==> config.mk <==
export PLATFORM = sky130hd
export DESIGN_NAME = impact_peak_localizer
export DESIGN_NICKNAME = d
export VERILOG_FILES = /design/src/rtl/core/ipl_pkg.sv /design/src/rtl/core/ipl_lane.sv /design/src/rtl/core/ipl_merge.sv /design/src/rtl/core/impact_peak_localizer.sv
export SDC_FILE = /design/constraint.sdc
export NUM_CORES = 1
export LEC_CHECK = 0
export BUFFER_PORTS_ARGS = -buffer_cell sky130_fd_sc_hd__clkbuf_2
export CORE_UTILIZATION = 60
export DETAILED_ROUTE_END_ITERATION = 8
export GPL_ROUTABILITY_DRIVEN = 0
export PLACE_DENSITY = 0.82
export SLEW_MARGIN = 20
export SYNTH_ARGS = -nofsm -noshare
export SYNTH_HDL_FRONTEND = slang
export SYNTH_SLANG_ARGS = --single-unit
==> constraint.sdc <==
create_clock -name aclk -period 23.8 [get_ports aclk]
set_input_delay 1.19 -clock aclk [delete_from_list [all_inputs] [get_ports aclk]]
set_output_delay 1.19 -clock aclk [all_outputs]
set_load 0.005 [all_outputs]
==> src/rtl/core/ipl_pkg.sv <==
`timescale 1ns / 1ps
// ----------------------------------------------------------------------------
// ipl_pkg
// Shared types, constants and small tables of the impact peak localizer.
// ----------------------------------------------------------------------------
package ipl_pkg;

    // Channel count and converter resolution
    localparam int CHANNELS    = 9;
    localparam int SAMPLE_BITS = 12;

    // Sample ports on the scan channel
    localparam int PORT_CH = 9;

    // Fixed widths of the item fields
    localparam int FIELD_W  = 12;
    localparam int TIME_W   = 32;
    localparam int MS_W     = 16;
    localparam int TARGET_W = 4;
    localparam int GRID_W   = 2;
    localparam int IDX_W    = (CHANNELS > 1) ? $clog2(CHANNELS) : 1;

    // Samples keep only the converter's low bits
    localparam int SAMPLE_KEEP = (SAMPLE_BITS < FIELD_W) ? SAMPLE_BITS : FIELD_W;
    localparam logic [FIELD_W-1:0] SAMPLE_MASK = FIELD_W'((64'd1 << SAMPLE_KEEP) - 64'd1);

    // Register file
    localparam int THR_LO_W = 60;
    localparam int THR_HI_W = 48;
    localparam int THR_LO_CH = 5;
    localparam int ADDR_W   = 5;
    localparam int DATA_W   = 64;

    localparam logic [1:0] REG_THR_LO   = 2'd0;
    localparam logic [1:0] REG_THR_HI   = 2'd1;
    localparam logic [1:0] REG_WINDOW   = 2'd2;
    localparam logic [1:0] REG_DEBOUNCE = 2'd3;

    localparam logic [THR_LO_W-1:0] THR_LO_RST   = {THR_LO_W{1'b1}};
    localparam logic [THR_HI_W-1:0] THR_HI_RST   = {THR_HI_W{1'b1}};
    localparam logic [MS_W-1:0]     WINDOW_RST   = 16'd20;
    localparam logic [MS_W-1:0]     DEBOUNCE_RST = 16'd200;

    typedef logic [FIELD_W-1:0] sample_t;
    typedef sample_t [CHANNELS-1:0] chan_vec_t;

    // Per-lane control, shared by all lanes
    typedef struct packed {
        logic clear;
        logic track;
    } lane_ctrl_t;

    // Merge result
    typedef struct packed {
        logic [IDX_W-1:0] idx;
        sample_t          peak;
    } winner_t;

    typedef enum logic [4:0] {
        PH_IDLE      = 5'b00001,
        PH_ARMED     = 5'b00010,
        PH_MEASURING = 5'b00100,
        PH_EMIT      = 5'b01000,
        PH_DEBOUNCE  = 5'b10000
    } phase_t;

    // Row of a channel index in the 3-wide grid, from one
    function automatic logic [GRID_W-1:0] grid_row(input logic [TARGET_W-1:0] w);
        logic [GRID_W-1:0] r;
        case (w)
            4'd0, 4'd1, 4'd2: r = 2'd1;
            4'd3, 4'd4, 4'd5: r = 2'd2;
            default:          r = 2'd3;
        endcase
        return r;
    endfunction

    // Column of a channel index in the 3-wide grid, from one
    function automatic logic [GRID_W-1:0] grid_col(input logic [TARGET_W-1:0] w);
        logic [GRID_W-1:0] c;
        case (w)
            4'd0, 4'd3, 4'd6: c = 2'd1;
            4'd1, 4'd4, 4'd7: c = 2'd2;
            default:          c = 2'd3;
        endcase
        return c;
    endfunction

endpackage

==> src/rtl/core/ipl_lane.sv <==
`timescale 1ns / 1ps
// ----------------------------------------------------------------------------
// ipl_lane
// One sensor channel: threshold compare and peak hold register.
// ----------------------------------------------------------------------------
module ipl_lane (
    input  logic                aclk,
    input  logic                aresetn,
    input  ipl_pkg::lane_ctrl_t ctrl,
    input  ipl_pkg::sample_t    sample,
    input  ipl_pkg::sample_t    threshold,
    output logic                hit,
    output ipl_pkg::sample_t    peak
);
    import ipl_pkg::*;

    sample_t s_masked;
    sample_t peak_reg;
    sample_t peak_next;

    assign s_masked = sample & SAMPLE_MASK;
    assign hit      = (s_masked >= threshold);
    assign peak     = peak_reg;

    // Clear on trigger, raise while tracking
    always_comb begin
        peak_next = peak_reg;
        if (ctrl.clear) begin
            peak_next = '0;
        end else if (ctrl.track && (s_masked > peak_reg)) begin
            peak_next = s_masked;
        end
    end

    always_ff @(posedge aclk) begin
        if (!aresetn) begin
            peak_reg <= '0;
        end else begin
            peak_reg <= peak_next;
        end
    end

endmodule

==> src/rtl/core/ipl_merge.sv <==
`timescale 1ns / 1ps
// ----------------------------------------------------------------------------
// ipl_merge
// Picks the loudest lane; the lowest index wins a tie.
// ----------------------------------------------------------------------------
module ipl_merge (
    input  ipl_pkg::chan_vec_t peaks,
    output ipl_pkg::winner_t   win
);
    import ipl_pkg::*;

    // Strictly greater replaces, so equal peaks keep the lower index
    always_comb begin
        win.idx  = '0;
        win.peak = peaks[0];
        for (int i = 1; i < CHANNELS; i++) begin
            if (peaks[i] > win.peak) begin
                win.idx  = IDX_W'(i);
                win.peak = peaks[i];
            end
        end
    end

endmodule

==> src/rtl/core/impact_peak_localizer.sv <==
`timescale 1ns / 1ps
// ----------------------------------------------------------------------------
// impact_peak_localizer
// Nine-channel impact detector: trigger, windowed peak hold, loudest-channel
// report and debounce, with an APB-style register port.
// ----------------------------------------------------------------------------
// Throughput: one scan item per cycle; the input stalls only while a report
// sits in the output register and is not taken.
// Report: registered at the edge that accepts the scan following the one that
// closes the peak window.
// Reset: synchronous, active low; phase returns to idle, peaks and time marks
// clear, registers take their defaults. No clearing pass.
// ----------------------------------------------------------------------------
module impact_peak_localizer (
    input  logic        aclk,
    input  logic        aresetn,
    // Scan items
    input  logic        s_valid,
    output logic        s_ready,
    input  logic [11:0] s_sample_one,
    input  logic [11:0] s_sample_two,
    input  logic [11:0] s_sample_three,
    input  logic [11:0] s_sample_four,
    input  logic [11:0] s_sample_five,
    input  logic [11:0] s_sample_six,
    input  logic [11:0] s_sample_seven,
    input  logic [11:0] s_sample_eight,
    input  logic [11:0] s_sample_nine,
    input  logic [31:0] s_now_ms,
    // Report items
    output logic        m_valid,
    input  logic        m_ready,
    output logic [3:0]  m_target_number,
    output logic [1:0]  m_grid_row,
    output logic [1:0]  m_grid_column,
    output logic [11:0] m_intensity,
    output logic [31:0] m_event_time_ms,
    // Register port
    input  logic                        psel,
    input  logic                        penable,
    input  logic                        pwrite,
    input  logic [ipl_pkg::ADDR_W-1:0]  paddr,
    input  logic [ipl_pkg::DATA_W-1:0]  pwdata,
    output logic [ipl_pkg::DATA_W-1:0]  prdata,
    output logic                        pready
);
    import ipl_pkg::*;

    // Registers
    logic [THR_LO_W-1:0] thr_lo_reg;
    logic [THR_HI_W-1:0] thr_hi_reg;
    logic [MS_W-1:0]     window_reg;
    logic [MS_W-1:0]     debounce_reg;
    logic [1:0]          reg_idx;
    logic                wr_en;

    phase_t             phase_reg, phase_next;
    logic [TIME_W-1:0]  win_start_reg;
    logic [TIME_W-1:0]  deb_start_reg;

    logic               m_valid_reg;
    logic [TARGET_W-1:0] m_target_reg;
    logic [GRID_W-1:0]  m_row_reg;
    logic [GRID_W-1:0]  m_col_reg;
    sample_t            m_int_reg;
    logic [TIME_W-1:0]  m_time_reg;

    sample_t            samples   [PORT_CH];
    sample_t            thr       [PORT_CH];
    logic [CHANNELS-1:0] hit_vec;
    chan_vec_t          peaks;
    winner_t            win;
    lane_ctrl_t         lane_ctrl;
    logic [TARGET_W-1:0] win_idx;

    logic in_accept;
    logic is_idle;
    logic trig;
    logic win_done;
    logic deb_done;
    logic emit_fire;

    // Register port: writes at the access phase, reads decode the index
    assign pready  = 1'b1;
    assign reg_idx = paddr[4:3];
    assign wr_en   = psel && penable && pwrite && pready;

    always_ff @(posedge aclk) begin
        if (!aresetn) begin
            thr_lo_reg   <= THR_LO_RST;
            thr_hi_reg   <= THR_HI_RST;
            window_reg   <= WINDOW_RST;
            debounce_reg <= DEBOUNCE_RST;
        end else if (wr_en) begin
            case (reg_idx)
                REG_THR_LO:   thr_lo_reg   <= pwdata[THR_LO_W-1:0];
                REG_THR_HI:   thr_hi_reg   <= pwdata[THR_HI_W-1:0];
                REG_WINDOW:   window_reg   <= pwdata[MS_W-1:0];
                REG_DEBOUNCE: debounce_reg <= pwdata[MS_W-1:0];
                default: ;
            endcase
        end
    end

    always_comb begin
        case (reg_idx)
            REG_THR_LO:   prdata = DATA_W'(thr_lo_reg);
            REG_THR_HI:   prdata = DATA_W'(thr_hi_reg);
            REG_WINDOW:   prdata = DATA_W'(window_reg);
            REG_DEBOUNCE: prdata = DATA_W'(debounce_reg);
            default:      prdata = '0;
        endcase
    end

    // Input gathering
    assign samples[0] = s_sample_one;
    assign samples[1] = s_sample_two;
    assign samples[2] = s_sample_three;
    assign samples[3] = s_sample_four;
    assign samples[4] = s_sample_five;
    assign samples[5] = s_sample_six;
    assign samples[6] = s_sample_seven;
    assign samples[7] = s_sample_eight;
    assign samples[8] = s_sample_nine;

    for (genvar i = 0; i < PORT_CH; i++) begin : g_thr
        if (i < THR_LO_CH) begin : g_lo
            assign thr[i] = thr_lo_reg[FIELD_W*i +: FIELD_W];
        end else begin : g_hi
            assign thr[i] = thr_hi_reg[FIELD_W*(i-THR_LO_CH) +: FIELD_W];
        end
    end

    // Handshake and phase decode
    assign s_ready   = !m_valid_reg || m_ready;
    assign in_accept = s_valid && s_ready;
    assign is_idle   = !(phase_reg == PH_ARMED || phase_reg == PH_MEASURING ||
                         phase_reg == PH_EMIT  || phase_reg == PH_DEBOUNCE);
    assign trig      = |hit_vec;
    assign win_done  = (s_now_ms - win_start_reg) >= TIME_W'(window_reg);
    assign deb_done  = (s_now_ms - deb_start_reg) >= TIME_W'(debounce_reg);
    assign emit_fire = in_accept && (phase_reg == PH_EMIT);

    assign lane_ctrl.clear = in_accept && is_idle && trig;
    assign lane_ctrl.track = in_accept &&
                             (phase_reg == PH_ARMED || phase_reg == PH_MEASURING);

    // Lanes
    for (genvar i = 0; i < CHANNELS; i++) begin : g_lane
        ipl_lane u_lane (
            .aclk      (aclk),
            .aresetn   (aresetn),
            .ctrl      (lane_ctrl),
            .sample    (samples[i]),
            .threshold (thr[i]),
            .hit       (hit_vec[i]),
            .peak      (peaks[i])
        );
    end

    // Merge
    ipl_merge u_merge (
        .peaks (peaks),
        .win   (win)
    );

    assign win_idx = TARGET_W'(win.idx);

    // Phase sequencing
    always_comb begin
        phase_next = phase_reg;
        if (in_accept) begin
            case (phase_reg)
                PH_ARMED:     phase_next = PH_MEASURING;
                PH_MEASURING: phase_next = win_done ? PH_EMIT : PH_MEASURING;
                PH_EMIT:      phase_next = PH_DEBOUNCE;
                PH_DEBOUNCE:  phase_next = deb_done ? PH_IDLE : PH_DEBOUNCE;
                default:      phase_next = trig ? PH_ARMED : PH_IDLE;
            endcase
        end
    end

    always_ff @(posedge aclk) begin
        if (!aresetn) begin
            phase_reg     <= PH_IDLE;
            win_start_reg <= '0;
            deb_start_reg <= '0;
        end else begin
            phase_reg <= phase_next;
            if (lane_ctrl.clear) begin
                win_start_reg <= s_now_ms;
            end
            if (emit_fire) begin
                deb_start_reg <= s_now_ms;
            end
        end
    end

    // Output register
    always_ff @(posedge aclk) begin
        if (!aresetn) begin
            m_valid_reg <= 1'b0;
        end else if (emit_fire) begin
            m_valid_reg <= 1'b1;
        end else if (m_ready) begin
            m_valid_reg <= 1'b0;
        end
    end

    always_ff @(posedge aclk) begin
        if (emit_fire) begin
            m_target_reg <= win_idx + TARGET_W'(1);
            m_row_reg    <= grid_row(win_idx);
            m_col_reg    <= grid_col(win_idx);
            m_int_reg    <= win.peak;
            m_time_reg   <= s_now_ms;
        end
    end

    assign m_valid         = m_valid_reg;
    assign m_target_number = m_target_reg;
    assign m_grid_row      = m_row_reg;
    assign m_grid_column   = m_col_reg;
    assign m_intensity     = m_int_reg;
    assign m_event_time_ms = m_time_reg;

    // Checks
    a_report_from_emit: assert property (@(posedge aclk) disable iff (!aresetn)
        $rose(m_valid_reg) |-> $past(emit_fire))
        else $error("report raised without an emit scan");

    a_emit_to_debounce: assert property (@(posedge aclk) disable iff (!aresetn)
        emit_fire |=> (m_valid_reg && phase_reg == PH_DEBOUNCE))
        else $error("emit scan did not report and enter debounce");

    a_idle_holds: assert property (@(posedge aclk) disable iff (!aresetn)
        (in_accept && is_idle && !trig) |=> (phase_reg == PH_IDLE))
        else $error("left idle without a trigger");

    a_report_held: assert property (@(posedge aclk) disable iff (!aresetn)
        (m_valid_reg && !m_ready) |=> (m_valid_reg && $stable(m_time_reg)))
        else $error("stalled report changed");

endmodule
==> results.txt, run 1 <==
I/O pin count - 335
Synth cell types - 96
layout cell share with drive strength beyond 1 - 0.1474
CTS max path bufs - 3
Slowest-stage cell, CP - o32ai_4
initial antenna violation count - 12
clk_skew - 0.02296 ns
max reg flops - 108
clock period minus worst slack - 19.76 ns
Worst Path Arrival - 20.05 ns
total wire length - 81,400 µm
Final Hold Fails - 0
Sink Count - 370
core region area - 0.04461 mm²
GRT Util Overall - 0.3430
grt ovf - 0
die extent in x - 215.7 µm
Cell Rows - 77
CTS tree - yes
first-pass GRT wire length - 126,700 µm
CTS root buffer - clkbuf_16
largest net degree at the start of global routing - 101
Mapped Cells - 3,242
CP Max Fanout - 35
final worst setup slack - 4.036 ns
via count - 24,949
Layout area overhead - 12.71%
DR DRC count - 0
Req. time, crit path - 24.08 ns
MaxCap Viol Count - 0
yosys synthesis warning count - 0
ys flop type - dfxtp_1
Pwr Total - 1.874 mW
CP endpoint kind - flop
average wire per standard cell - 19.68 µm
H-Tree Depth - 2
Post-CTS Setup Bufs - 0
HP Class - flop to flop
DR pass1 iterations - 5
Mapped Avg Cell Area - 8.455 µm²
unrepaired setup endpoints after global routing - false
worst-margin pin slew - 1.122 ns
DP Worst Slack - 4.541 ns
DR iter-0 viols - 1,832
Setup TNS Final - 0 ns
Seq cells post-synth - 370
crit path kind - flop to flop
Critical Path Start Type - flop
cts bufs inserted - 42
ys async rst share - 0
die outline height - 215.7 µm
clock-pin slew on the worst setup and hold paths - 0.06 ns
sequential share of the synthesized area - 0.2892
Initial Utilization - 0.6145
PD cells - 60.64 mW/mm²
Tcrit/Tclk final - 0.8304
number of global-route vias before repair - 23,770
outcome - finished clean
max_slew headroom - 0.2517
Buffers on Ports - 322
Vias/cell - 6.034
DP HPWL - 63,300 µm
Setup Viol. Count Final - 0
Slew Viols, Final - 0
Clock Latency Late Sink - 0.59 ns
layout net count - 4,125
EDFF count, synth - 52
Hold Buf Count CTS - 0
slowest cell delay on critical path - 0.83 ns
Peak VDD IR - 0.00006414 V
Leakage - 14.77 nW
Post-CTS Resized - 0
FMAX - 50.60 MHz
mapped cell area - 0.02741 mm²
Routed Antenna Nets - 0
DIE AREA - 0.04654 mm²
## kinds of logic (layout without fill, tap and decap cells)
kind of cell,Yosys count,after routing,share of synthesized area
AOI/OAI and AO/OA,720,720,0.1834
xor gates and xnor gates,30,30,0.009585
adders and majority gates,407,407,0.1863
buffers and inverters,493,783,0.07080
DFF,370,370,0.2892
muxes,238,238,0.09590
other,2,13,0.0002740
and+or+nand+nor,982,982,0.1645
## routing by layer
layer	vias to the layer above	share of wire	global-route usage
li1	12036	-	-
met1	11679	0.41	0.4185
met2	997	0.46	0.5657
met3	229	0.071	0.05356
met4	8	0.063	0.2147
met5	-	0.00061	0
## per-stage QoR
stage                     instance area [µm²]  utilization  cells  hold WS [ns]
final                                   30900       0.6926   4135        0.4585
after global routing                    30890       0.6926   4134        0.4758
after CTS                               30870       0.6920   4127        0.4581
after detailed placement                29410       0.6593   4050        0.4469
after global placement                  29410       0.6593   4050        0.4431
after floorplan                         27420            -   3245        0.4347
## cells in the mapped netlist, drive strengths merged, types with 25 or more instances
cell type / instances / area, µm²
nor2: 263 / 987.2
nand3: 44 / 220.2
mux2: 25 / 296.5
o21ai: 126 / 664.4
inv: 359 / 1348
mux2i: 197 / 1972
nor3: 49 / 245.2
ha: 405 / 5067
a21o: 105 / 788.3
edfxtp: 52 / 1562
nand2b: 45 / 281.5
dfxtp: 318 / 6366
nor2b: 35 / 226.5
clkbuf: 99 / 371.6
nand2: 385 / 1448
o211ai: 128 / 965.9
nand4: 66 / 412.9
a21oi: 114 / 570.6
a21boi: 67 / 503.0
o21a: 26 / 195.2
buf: 34 / 217.7
## worst max-delay path, delay by kind of cell, from the launching register on
kind	cells	cell delay [ns]
buffers and inverters	4	1.11
AO/OA/AOI/OAI	36	7.63
adder cells (fa/ha/maj)	9	2.66
multiplexers	6	2.49
AND/OR/NAND/NOR	20	5.16
flip-flops	1	0.36
## cell usage in the layout (no fill, tap or decap), types with 8 or more instances in the layout
cell type  count
nand4_1       66
buf_4         25
clkbuf_16     43
a21boi_0      67
inv_2          8
mux2i_1      197
nand2b_1      45
a21o_1       105
nor2_1       262
a21oi_1      114
o21a_1        26
o21bai_1       8
and3_1        17
or2_2         14
mux2_2        21
ha_1         405
nand3_1       44
clkbuf_2     320
diode_2        8
nor4_1        13
a211oi_1      15
or3_1          8
edfxtp_1      52
o211ai_1     127
clkbuf_8       8
xor2_1        10
nor3_1        47
and4_1        10
xnor2_1       20
dfxtp_1      318
a211o_1       14
o22ai_1       11
a31oi_1       17
nor2b_1       34
o221ai_1      13
mux4_2        16
inv_1        351
o21ai_0      113
nand2_1      384
o21ai_2        9
## path summary, 6_finish.rpt
| path | from | end | slack (ns) | cells after the start |
|---|---|---|---|---|
| max reg2reg | g_lane[0].u_lane.peak[10]$_SDFFE_PP0P_ | m_grid_column[0]$_DFFE_PP_ | 4.04 | 75 |
| min | win_start_reg[16]$_SDFFE_PN0P_ | win_start_reg[16]$_SDFFE_PN0P_ | 0.46 | 2 |
| min reg2reg | win_start_reg[16]$_SDFFE_PN0P_ | win_start_reg[16]$_SDFFE_PN0P_ | 0.46 | 2 |
| max | g_lane[0].u_lane.peak[10]$_SDFFE_PP0P_ | m_grid_column[0]$_DFFE_PP_ | 4.04 | 75 |
## layout make-up
| type | instances | area (µm²) |
|---|---|---|
| fill | 3560 | 13710 |
| timing repair buffer | 346 | 1800 |
| clock buffer | 55 | 1201 |
| inverter | 360 | 1353 |
| tap | 592 | 740.7 |
| antenna | 8 | 20.02 |
| clock inverter | 22 | 261.5 |
| multi-input combinational | 2382 | 17590 |
| sequential | 370 | 7928 |
## report_power, final
group	switching (mW)	internal (mW)	leakage [nW]	total [mW]
combinational	0.306	0.206	11.0	0.512
clock	0.282	0.412	0.723	0.694
sequential	0.00644	0.661	3.04	0.667
total	0.594	1.28	14.8	1.87
(Power assumes the default switching activity.)
==> run 2, diff against run 1 <==
Clock period 23.8 ns to 20.3 ns, I/O delays scaled along.
==> run 2 against run 1 <==
  * Die area unchanged
  * Highest routed layer unchanged
  * Clock-buffer cell count increased by 4
  * Critical endpoint unchanged
  * Hold slack got worse by 0.0015 ns
  * Maximum frequency increased by 4.9%
  * Sequential power increased by 17%
  * Largest cell class unchanged
  * Critical path depth increased by 4
==> results.txt, run 2 (same netlist as run 1, synthesis figures left out) <==
outcome - finished clean
most frequent cells in the layout - ha_1, nand2_1, inv_1
HP Class - flop to flop
slowest cell delay on critical path - 0.57 ns
die extent in x - 215.7 µm
Clock Latency Late Sink - 0.58 ns
DP HPWL - 62,910 µm
unrepaired setup endpoints after global routing - false
Slowest-stage cell, CP - and3_1
DR pass1 iterations - 6
Leakage - 14.77 nW
filler-free cell count of the finished design - 4,136
H-Tree Depth - 2
DIE AREA - 0.04654 mm²
Peak VDD IR - 0.00006116 V
initial antenna violation count - 11
Req. time, crit path - 20.60 ns
Vias/cell - 6.005
Critical Path Start Type - flop
Hold Buf Count CTS - 0
CTS root buffer - clkbuf_16
clk_skew - 0.01697 ns
CTS tree - yes
DR DRC count - 0
worst-margin pin slew - 1.202 ns
core region area - 0.04461 mm²
clock-pin slew on the worst setup and hold paths - 0.06 ns
Reg area - 0.007928 mm²
Fin Hold WS - 0.4570 ns
clock period minus worst slack - 18.83 ns
layout net count - 4,126
layout cell share with drive strength beyond 1 - 0.1468
Buffers on Ports - 322
Routed Antenna Nets - 0
placed instance count - 4,049
crit path kind - flop to flop
Layout area overhead - 12.68%
FMAX - 53.09 MHz
final core utilization - 0.6924
total wire length - 80,960 µm
CP endpoint kind - flop
Cell Rows - 77
CP Max Fanout - 35
die outline height - 215.7 µm
multi-input logic area - 0.01759 mm²
max_slew headroom - 0.1777
CTS max path bufs - 3
Setup Viol. Count Final - 0
Setup TNS Final - 0 ns
first-pass GRT wire length - 126,100 µm
DR iter-0 viols - 1,767
Slew Viols, Final - 0
average wire per standard cell - 19.57 µm
largest net degree at the start of global routing - 108
Pwr Total - 2.181 mW
GRT Util Overall - 0.3408
commonest non-fill, non-tap cell in the layout - ha_1
I/O pin count - 335
Worst Path Arrival - 19.13 ns
number of global-route vias before repair - 23,508
via count - 24,837
Tcrit/Tclk final - 0.9278
number of fill cells in the layout - 3,612
max reg flops - 108
Sink Count - 370
most used cell, CP - ha_1
Initial Utilization - 0.6145
cts bufs inserted - 42
Final Hold Fails - 0
MaxCap Viol Count - 0
grt ovf - 0
PD cells - 70.63 mW/mm²
-- run 2: cell types whose count changed in the layout (fill, tap and decap cells not counted) --
cell,delta
buf_6,+1
clkbuf_1,+4
clkinv_2,+3
clkinv_4,-1
clkinvlp_4,-2
inv_4,-2
inv_6,-2
nor2_1,-1
nor2_2,+1
-- run 2: final timing paths --
path / start / slack [ns] / cells after the start / end
min: win_start_reg[2]$_SDFFE_PN0P_ / 0.46 / 2 / win_start_reg[2]$_SDFFE_PN0P_
max reg2reg: g_lane[0].u_lane.peak[10]$_SDFFE_PP0P_ / 1.47 / 79 / m_grid_column[0]$_DFFE_PP_
min reg2reg: win_start_reg[2]$_SDFFE_PN0P_ / 0.46 / 2 / win_start_reg[2]$_SDFFE_PN0P_
max: g_lane[0].u_lane.peak[10]$_SDFFE_PP0P_ / 1.47 / 79 / m_grid_column[0]$_DFFE_PP_
-- run 2: what timing repair did --
action                                  in CTS  in global routing
resized for setup                            0                  1
setup buffers                                0                  2
hold endpoints to repair                     0                  0
endpoints found under the setup margin       0                  4
-- run 2: final cells by class --
cell class	count	area share
Multi-Input combinational cell	2382	0.5697
Sequential cell	370	0.2567
Timing Repair Buffer	347	0.05866
Inverter	360	0.04379
Clock buffer	59	0.03938
Tap cell	592	0.02398
Clock inverter	18	0.007211
Antenna cell	8	0.0006482
-- run 2: critical path, delay by kind of cell, from the launching register on --
family	cells	cell delay [ns]
muxes	7	2.69
DFF	1	0.36
and+or+nand+nor	19	4.30
adders and majority gates	9	2.67
buffers and inverters	5	1.20
AOI/OAI and AO/OA	39	7.32
-- run 2: routing by layer --
| metal | GRT usage | vias up | part of all wire |
|---|---|---|---|
| met5 | 0 | - | 0.00057 |
| met1 | 0.4192 | 11592 | 0.41 |
| li1 | - | 12024 | - |
| met2 | 0.5667 | 981 | 0.46 |
| met3 | 0.05525 | 232 | 0.072 |
| met4 | 0.1905 | 8 | 0.057 |
-- run 2: through the flow --
step	cell area, µm²	setup slack [ns]
after global routing	30880	0.09149
after CTS	30840	1.061
after detailed placement	29400	1.202
final	30890	1.465
after floorplan	27420	3.638
after global placement	29400	1.541
-- run 2: report_power, final --
part | leakage (nW) | internal [mW] | switching, mW
Combinational | 11.0 | 0.244 | 0.356
Sequential | 3.04 | 0.775 | 0.00761
Clock | 0.717 | 0.481 | 0.317
Total | 14.8 | 1.50 | 0.681
